File: src/rtl/core/wsd_pkg.sv
// Shared types and constants for the WebSocket frame deframer.
// Used by wsd_front, wsd_queue, wsd_back and the top level.
`timescale 1ns / 1ps

package wsd_pkg;

  localparam int LENGTH_BITS = 64;
  localparam int QDepth      = 4;
  localparam int QPtrBits    = $clog2(QDepth);

  localparam logic [LENGTH_BITS-1:0] LenMax = '1;

  localparam logic [6:0] Len16Code = 7'd126;
  localparam logic [6:0] Len64Code = 7'd127;

  localparam logic [3:0] OpClose = 4'h8;
  localparam logic [3:0] OpPing  = 4'h9;
  localparam logic [3:0] OpPong  = 4'ha;
  localparam logic [3:0] OpLastData = 4'h2;

  localparam logic [7:0] Newline = 8'h0a;

  localparam logic [3:0] ExtLen16Bytes = 4'd2;
  localparam logic [3:0] ExtLen64Bytes = 4'd8;
  localparam logic [3:0] KeyBytes      = 4'd4;

  localparam logic [0:0] RegUnmaskEnable = 1'd0;

  typedef enum logic [2:0] {
    PH_HDR0,
    PH_HDR1,
    PH_EXTLEN,
    PH_KEY,
    PH_PAYLOAD
  } phase_t;

  // One queued item: a payload or error result, a terminator, or both.
  typedef struct packed {
    logic [7:0] data;
    logic [3:0] opcode;
    logic       has_data;
    logic       has_term;
    logic       is_err;
  } qent_t;

  function automatic logic opcode_known(input logic [3:0] op);
    return (op <= OpLastData) || (op == OpClose) || (op == OpPing) || (op == OpPong);
  endfunction

endpackage

File: src/rtl/core/wsd_front.sv
// Header parser: takes stream bytes, tracks frame state and queues results.
// Depends on wsd_pkg.
`timescale 1ns / 1ps

module wsd_front
  import wsd_pkg::*;
(
  input  logic       clk,
  input  logic       rst,
  input  logic       unmask_enable,
  input  logic       in_valid,
  output logic       in_ready,
  input  logic [7:0] in_byte,
  input  logic       q_full,
  output logic       push,
  output qent_t      push_ent
);

  phase_t                 phase, phase_next;
  logic [3:0]             opcode, opcode_next;
  logic                   final_bit, final_next;
  logic                   masked, masked_next;
  logic [3:0]             left, left_next;
  logic [LENGTH_BITS-1:0] rem, rem_next;
  logic [31:0]            key, key_next;
  logic [1:0]             mask_index, mask_index_next;
  logic                   halted, halted_next;

  logic       take;
  logic       len_done;
  logic       hdr_done;
  logic       wants_term;
  logic [7:0] key_byte;

  assign in_ready   = halted | ~q_full;
  assign take       = in_valid & in_ready;
  assign wants_term = (opcode >= OpClose) | final_bit;

  always_comb begin
    unique case (mask_index)
      2'd0: key_byte = key[31:24];
      2'd1: key_byte = key[23:16];
      2'd2: key_byte = key[15:8];
      2'd3: key_byte = key[7:0];
    endcase
  end

  always_ff @(posedge clk) begin
    if (rst) begin
      phase      <= PH_HDR0;
      opcode     <= '0;
      final_bit  <= 1'b0;
      masked     <= 1'b0;
      left       <= '0;
      rem        <= '0;
      key        <= '0;
      mask_index <= '0;
      halted     <= 1'b0;
    end else begin
      phase      <= phase_next;
      opcode     <= opcode_next;
      final_bit  <= final_next;
      masked     <= masked_next;
      left       <= left_next;
      rem        <= rem_next;
      key        <= key_next;
      mask_index <= mask_index_next;
      halted     <= halted_next;
    end
  end

  always_comb begin
    phase_next      = phase;
    opcode_next     = opcode;
    final_next      = final_bit;
    masked_next     = masked;
    left_next       = left;
    rem_next        = rem;
    key_next        = key;
    mask_index_next = mask_index;
    halted_next     = halted;
    len_done        = 1'b0;
    hdr_done        = 1'b0;
    push            = 1'b0;
    push_ent        = '0;
    push_ent.opcode = opcode;

    if (take && !halted) begin
      unique case (phase)
        PH_HDR0: begin
          final_next      = in_byte[7];
          opcode_next     = in_byte[3:0];
          push_ent.opcode = in_byte[3:0];
          if (!opcode_known(in_byte[3:0])) begin
            push              = 1'b1;
            push_ent.has_data = 1'b1;
            push_ent.is_err   = 1'b1;
            halted_next       = 1'b1;
          end else begin
            phase_next = PH_HDR1;
          end
        end
        PH_HDR1: begin
          masked_next = in_byte[7];
          rem_next    = '0;
          if (in_byte[6:0] == Len16Code) begin
            phase_next = PH_EXTLEN;
            left_next  = ExtLen16Bytes;
          end else if (in_byte[6:0] == Len64Code) begin
            phase_next = PH_EXTLEN;
            left_next  = ExtLen64Bytes;
          end else begin
            rem_next = {{(LENGTH_BITS-7){1'b0}}, in_byte[6:0]};
            len_done = 1'b1;
          end
        end
        PH_EXTLEN: begin
          // saturate once the length no longer fits
          if (rem[LENGTH_BITS-1 -: 8] != 8'd0) begin
            rem_next = LenMax;
          end else begin
            rem_next = {rem[LENGTH_BITS-9:0], in_byte};
          end
          left_next = left - 4'd1;
          if (left_next == 4'd0) begin
            len_done = 1'b1;
          end
        end
        PH_KEY: begin
          key_next  = {key[23:0], in_byte};
          left_next = left - 4'd1;
          if (left_next == 4'd0) begin
            hdr_done = 1'b1;
          end
        end
        PH_PAYLOAD: begin
          push              = 1'b1;
          push_ent.has_data = 1'b1;
          push_ent.data     = (masked && unmask_enable) ? (in_byte ^ key_byte) : in_byte;
          mask_index_next   = mask_index + 2'd1;
          rem_next          = rem - {{(LENGTH_BITS-1){1'b0}}, 1'b1};
          if (rem_next == '0) begin
            phase_next        = PH_HDR0;
            push_ent.has_term = wants_term;
          end
        end
        default: begin
          phase_next = PH_HDR0;
        end
      endcase

      if (len_done) begin
        if (masked_next) begin
          phase_next = PH_KEY;
          left_next  = KeyBytes;
          key_next   = '0;
        end else begin
          hdr_done = 1'b1;
        end
      end

      // header complete: enter payload or close a zero-length frame
      if (hdr_done) begin
        mask_index_next = '0;
        if (rem_next != '0) begin
          phase_next = PH_PAYLOAD;
        end else begin
          phase_next        = PH_HDR0;
          push              = wants_term;
          push_ent.has_term = wants_term;
        end
      end
    end
  end

endmodule

File: src/rtl/core/wsd_queue.sv
// Short register queue between the parser and the result emitter.
// Depends on wsd_pkg.
`timescale 1ns / 1ps

module wsd_queue
  import wsd_pkg::*;
(
  input  logic  clk,
  input  logic  rst,
  input  logic  push,
  input  qent_t push_ent,
  output logic  full,
  input  logic  pop,
  output logic  empty,
  output qent_t head
);

  qent_t               entries [QDepth];
  logic [QPtrBits-1:0] wr_ptr;
  logic [QPtrBits-1:0] rd_ptr;
  logic [QPtrBits:0]   count;

  assign full  = (count == QDepth[QPtrBits:0]);
  assign empty = (count == '0);
  assign head  = entries[rd_ptr];

  always_ff @(posedge clk) begin
    if (push) begin
      entries[wr_ptr] <= push_ent;
    end
  end

  always_ff @(posedge clk) begin
    if (rst) begin
      wr_ptr <= '0;
      rd_ptr <= '0;
      count  <= '0;
    end else begin
      if (push) begin
        wr_ptr <= wr_ptr + 1'b1;
      end
      if (pop) begin
        rd_ptr <= rd_ptr + 1'b1;
      end
      if (push && !pop) begin
        count <= count + 1'b1;
      end else if (pop && !push) begin
        count <= count - 1'b1;
      end
    end
  end

endmodule

File: src/rtl/core/wsd_back.sv
// Result emitter: expands each queued entry into one or two output items.
// Depends on wsd_pkg.
`timescale 1ns / 1ps

module wsd_back
  import wsd_pkg::*;
(
  input  logic       clk,
  input  logic       rst,
  input  logic       q_empty,
  input  qent_t      head,
  output logic       pop,
  output logic       out_valid,
  input  logic       out_ready,
  output logic [7:0] out_byte,
  output logic [3:0] frame_opcode,
  output logic       end_of_message,
  output logic       protocol_error,
  output logic       last
);

  logic term_phase, term_phase_next;
  logic show_term;
  logic fire;

  assign out_valid = ~q_empty;
  assign show_term = term_phase | ~head.has_data;
  assign fire      = out_valid & out_ready;

  always_comb begin
    frame_opcode = head.opcode;
    if (show_term) begin
      out_byte       = Newline;
      end_of_message = 1'b1;
      protocol_error = 1'b0;
      last           = 1'b1;
    end else begin
      out_byte       = head.data;
      end_of_message = 1'b0;
      protocol_error = head.is_err;
      last           = ~head.has_term;
    end
  end

  assign pop = fire & last;

  always_comb begin
    term_phase_next = term_phase;
    if (pop) begin
      term_phase_next = 1'b0;
    end else if (fire) begin
      term_phase_next = 1'b1;
    end
  end

  always_ff @(posedge clk) begin
    if (rst) begin
      term_phase <= 1'b0;
    end else begin
      term_phase <= term_phase_next;
    end
  end

endmodule

File: src/rtl/core/websocket_frame_deframer.sv
// WebSocket frame deframer top level: parser, 4-entry queue, emitter, APB register.
// Each result is written into the queue registers before it reaches the output.
// Throughput: one byte per cycle while the queue is not full; a byte that ends a
// terminated frame yields two items; the emitter drains one item per cycle while m_tready is high.
// Reset (rst, synchronous): parser to first header byte, queue empty, unmasking off.
// Depends on wsd_pkg, wsd_front, wsd_queue, wsd_back.
`timescale 1ns / 1ps

module websocket_frame_deframer
  import wsd_pkg::*;
(
  input  logic        clk,
  input  logic        rst,
  // slave stream
  input  logic        s_tvalid,
  output logic        s_tready,
  input  logic [7:0]  s_tdata,   // [7:0] in_byte
  // master stream
  output logic        m_tvalid,
  input  logic        m_tready,
  output logic [7:0]  m_tdata,   // [7:0] out_byte
  output logic        m_tlast,
  output logic [5:0]  m_tuser,   // [3:0] frame_opcode, [4] end_of_message, [5] protocol_error
  // configuration
  input  logic        psel,
  input  logic        penable,
  input  logic        pwrite,
  input  logic [2:0]  paddr,
  input  logic [31:0] pwdata,
  output logic [31:0] prdata,
  output logic        pready
);

  logic       unmask_enable;
  logic       q_full;
  logic       q_empty;
  logic       push;
  logic       pop;
  qent_t      push_ent;
  qent_t      head;
  logic [3:0] frame_opcode;
  logic       end_of_message;
  logic       protocol_error;

  assign pready = 1'b1;
  assign prdata = (paddr[2] == RegUnmaskEnable && paddr[1:0] == 2'd0) ?
                  {31'd0, unmask_enable} : 32'd0;

  always_ff @(posedge clk) begin
    if (rst) begin
      unmask_enable <= 1'b0;
    end else if (psel && penable && pwrite && pready &&
                 paddr[2] == RegUnmaskEnable && paddr[1:0] == 2'd0) begin
      unmask_enable <= pwdata[0];
    end
  end

  wsd_front u_front (
    .clk           (clk),
    .rst           (rst),
    .unmask_enable (unmask_enable),
    .in_valid      (s_tvalid),
    .in_ready      (s_tready),
    .in_byte       (s_tdata),
    .q_full        (q_full),
    .push          (push),
    .push_ent      (push_ent)
  );

  wsd_queue u_queue (
    .clk      (clk),
    .rst      (rst),
    .push     (push),
    .push_ent (push_ent),
    .full     (q_full),
    .pop      (pop),
    .empty    (q_empty),
    .head     (head)
  );

  wsd_back u_back (
    .clk            (clk),
    .rst            (rst),
    .q_empty        (q_empty),
    .head           (head),
    .pop            (pop),
    .out_valid      (m_tvalid),
    .out_ready      (m_tready),
    .out_byte       (m_tdata),
    .frame_opcode   (frame_opcode),
    .end_of_message (end_of_message),
    .protocol_error (protocol_error),
    .last           (m_tlast)
  );

  assign m_tuser = {protocol_error, end_of_message, frame_opcode};

endmodule

File: config.mk
export PLATFORM = sky130hd
export DESIGN_NAME = websocket_frame_deframer
export DESIGN_NICKNAME = d
export VERILOG_FILES = /design/src/rtl/core/wsd_pkg.sv /design/src/rtl/core/wsd_front.sv /design/src/rtl/core/wsd_queue.sv /design/src/rtl/core/wsd_back.sv /design/src/rtl/core/websocket_frame_deframer.sv
export SDC_FILE = /design/constraint.sdc
export NUM_CORES = 1
export LEC_CHECK = 0
export ABC_AREA = 1
export CAP_MARGIN = 30
export CORE_UTILIZATION = 68
export DETAILED_ROUTE_END_ITERATION = 10
export DONT_BUFFER_PORTS = 1
export PLACE_DENSITY = 0.85
export SLEW_MARGIN = 5
export SYNTH_ARGS = -nofsm -noshare
export SYNTH_HDL_FRONTEND = slang
export SYNTH_SLANG_ARGS = --single-unit
File: constraint.sdc
create_clock -name clk -period 6.4 [get_ports clk]
set_input_delay 0.64 -clock clk [delete_from_list [all_inputs] [get_ports clk]]
set_output_delay 0.64 -clock clk [all_outputs]
set_load 0.05 [all_outputs]
==> flow_metrics.tcl <==
set metrics [dict create \
    drv_slew 0 \
    drc 0 \
    layout_common_cells "nand2_1 (413), nor2_1 (327), inv_1 (218)" \
    hold_slack_ns 0.277 \
    worst_setup_path_end_kind "flop" \
    syn_area_um2 12000 \
    wl_per_cell_um 17.2 \
    cp-endpoint "u_queue.count[2]" \
    grt_pass1_vias 10600 \
    cp_slowest_stage_delay_ns 0.50 \
    r2r-end "u_queue.count[2]" \
    synth_warnings 0 \
    gp_congestion 0.983 \
    yosysSeqAreaShare_pct 35.5 \
    cts_resized 0 \
    post-route-util_pct 73.2 \
    firstDrtPassIters 8 \
    hold_viol_final 0 \
    p_leak_nw 5.65 \
    min_path_type "in2reg" \
    crit_top_cell "nand2_1" \
    routed_wl_um 35300 \
    drt_iter0_markers 1484 \
    grt_use_total_pct 38.8 \
    worstPathMaxFanout 61 \
    powerDensity_nw_per_um2 415 \
    dpl-instance-area_um2 12000 \
    vdd_drop_max_v 0.000290 \
    cpMaxStageDelayCell "dfxtp_1" \
    crit_buf_inv 4 \
    io_buffers 0 \
    rr_worst_depth 23 \
    die_x_um 135 \
    setup-tns-final_ns 0 \
    fp.dieH_um 135 \
    rows 48 \
    core-area_um2 17300 \
    cp.arrival_ns 5.10 \
    dr_total_vias 12300 \
    path_class "reg2reg" \
    synthCells 1851 \
    antenna_found_initial 0 \
    final_common_cell "nand2_1" \
    post_cts_buffers 0 \
    ant_nets 0 \
    grt_overflow 0 \
    clk_latency_ns 0.44 \
    cts_hold_buf 0 \
    finalSetupViolCount 0 \
    cts_tree "built" \
    synth_seq_cells 183 \
    crit_family "simple AND/OR/NAND/NOR gates" \
    cts.clk_slew.worst_paths_ns 0.08 \
    vias_per_cell 6.01 \
    rsz0062_at_grt "false" \
    r2r_start "u_front.phase[2]" \
    cp.required_ns 6.72 \
    start_util_pct 69.4 \
    status "finished, final reports clean" \
    grt_max_degree 101 \
    cp.depth 23 \
    fin_crit_ns 4.78 \
    max_cap_viol_count 0 \
    fin_nets 1880 \
    path_cells "inv_2 > nand3_2 > clkinv_4 > nor2_8 > nand2_8 > inv_4 > nand2_1 > nand2_1 > nand2_1 > nor2_1 > nand2_1 > nor2_1 > nand2_1 > nor2_4 > a21boi_2 > nor2_4 > ha_1 > inv_1 > fa_1 > a21oi_1 > o21ai_0 > o21ai_0 > a21oi_1" \
    ys_types 46 \
    cts_htree_levels 4 \
    cts_max_path_buffers 2 \
    critical_path.startpoint "u_front.phase[2]" \
    antenna_cells 0 \
    grt_pass1_wl_um 54900 \
    avgSynthCellArea_um2 6.49 \
    worst_slew_pin_slew_ns 1.04 \
    cts.sinks 183 \
    cts_root_buf "clkbuf_16" \
    max_freq_ghz 0.209 \
    critical_path.startpoint_type "flop" \
    ios 100 \
    layout-drive-gt1-share_pct 4.87 \
    hpwl_um 24200 \
    finalCritPeriodShare_pct 74.7 \
    slew_headroom_pct 30.9 \
    clock_skew_ns 0.0126 \
    reg2reg_slack_ns 1.62 \
    die_area_um2 18200 \
    cts_made_buffers 17 \
    area_growth_pct 5.38 \
    design_area_um2 12700 \
]
==> cells by family after synthesis <==
kind of cell    count (synthesis)  synth area share [%]
simple gates                  961                  33.7
compound gates                347                  16.4
buf+inv                       328                  11.6
flops                         183                  35.5
xor+xnor                       16                  1.17
fa+ha+maj                      14                  1.52
other cells                     2                0.0625
==> how the worst min path moves through the flow <==
| stage | to | from | slack [ns] | cells after the start |
|---|---|---|---|---|
| after floorplan | flop | u_queue.rd_ptr[1] | 0.44 | 2 |
| after global placement | u_front.key[24] | u_front.key[24] | 0.45 | 2 |
| after detailed placement | u_front.key[24] | u_front.key[24] | 0.46 | 2 |
| after CTS | u_front.phase[1] | rst | 0.28 | 1 |
| after global routing | u_front.halted | rst | 0.26 | 1 |
| final | u_front.phase[1] | rst | 0.28 | 1 |
==> layout make-up <==
| cell class | count | area (um^2) |
|---|---|---|
| Clock buffer | 19 | 443 |
| Multi-Input combinational cell | 1370 | 6490 |
| Inverter | 227 | 862 |
| Timing Repair Buffer | 17 | 175 |
| Tap cell | 225 | 282 |
| Sequential cell | 183 | 4260 |
| Fill cell | 1451 | 4640 |
| Clock inverter | 13 | 140 |
==> Yosys cell counts, drive strengths merged <==
| cell | n | area, um^2 |
|---|---|---|
| nand2 | 420 | 1610 |
| o21a | 1 | 7.51 |
| or2 | 1 | 6.26 |
| xor2 | 15 | 131 |
| nor2 | 345 | 1390 |
| o221ai | 2 | 17.5 |
| conb | 2 | 7.51 |
| o22ai | 8 | 50.1 |
| xnor2 | 1 | 8.76 |
| nand3b | 2 | 15.0 |
| a21boi | 1 | 11.3 |
| clkinv | 3 | 16.3 |
| nor3 | 6 | 41.3 |
| nand4 | 19 | 119 |
| nand3 | 147 | 746 |
| ha | 13 | 163 |
| nor4 | 4 | 25.0 |
| inv | 224 | 846 |
| buf | 51 | 344 |
| fa | 1 | 20.0 |
| o21ai | 167 | 840 |
| a221oi | 9 | 78.8 |
| and3 | 3 | 18.8 |
| edfxtp | 60 | 1800 |
| clkbuf | 50 | 188 |
| dfxtp | 123 | 2460 |
| a211oi | 48 | 360 |
| a21oi | 92 | 460 |
| and2 | 14 | 87.6 |
| a22oi | 1 | 7.51 |
| o211ai | 18 | 135 |
==> worst register-to-register path, delay by kind of cell (launching register included) <==
family	cells	cell delay, ns
simple gates	12	1.82
fa+ha+maj	2	0.57
compound gates	5	0.70
buf+inv	4	1.09
flops	1	0.50
==> where the power goes <==
part	switching, mW	internal (mW)	leakage [nW]
logic	1.90	0.682	3.78
clock network	0.509	0.529	0.282
registers	0.237	1.39	1.58
total	2.65	2.60	5.65
==> per-stage QoR <==
stage,total power [mW],std cells,setup WS [ns]
2_1_floorplan,3.52,1881,3.09
3_3_place_gp,4.04,2013,2.04
3_5_place_dp,4.11,2019,1.85
4_1_cts,5.15,2051,1.45
5_1_grt,5.56,2054,1.25
6_report,5.25,2054,1.62
==> state kept, by name, indices dropped and copies added, names as in the netlist, named ones only <==
name,cells
u_queue.wr_ptr,2
u_front.masked,1
u_front.opcode,4
u_front.halted,1
u_front.key,32
u_queue.count,3
u_queue.rd_ptr,2
u_back.term_phase,1
u_queue.entries,60
u_front.mask_index,2
u_front.final_bit,1
u_front.phase,3
u_front.left,4
unmask_enable,1
u_front.rem,64
==> routing by layer <==
metal | up-vias | part of all wire (%) | GRT usage [%]
li1 | 5912 | - | -
met1 | 5591 | 41 | 52.5
met2 | 734 | 44 | 59.1
met3 | 107 | 12 | 10.1
met4 | 0 | 3.4 | 15.3
met5 | - | 0 | 0
(Power assumes the default switching activity.)
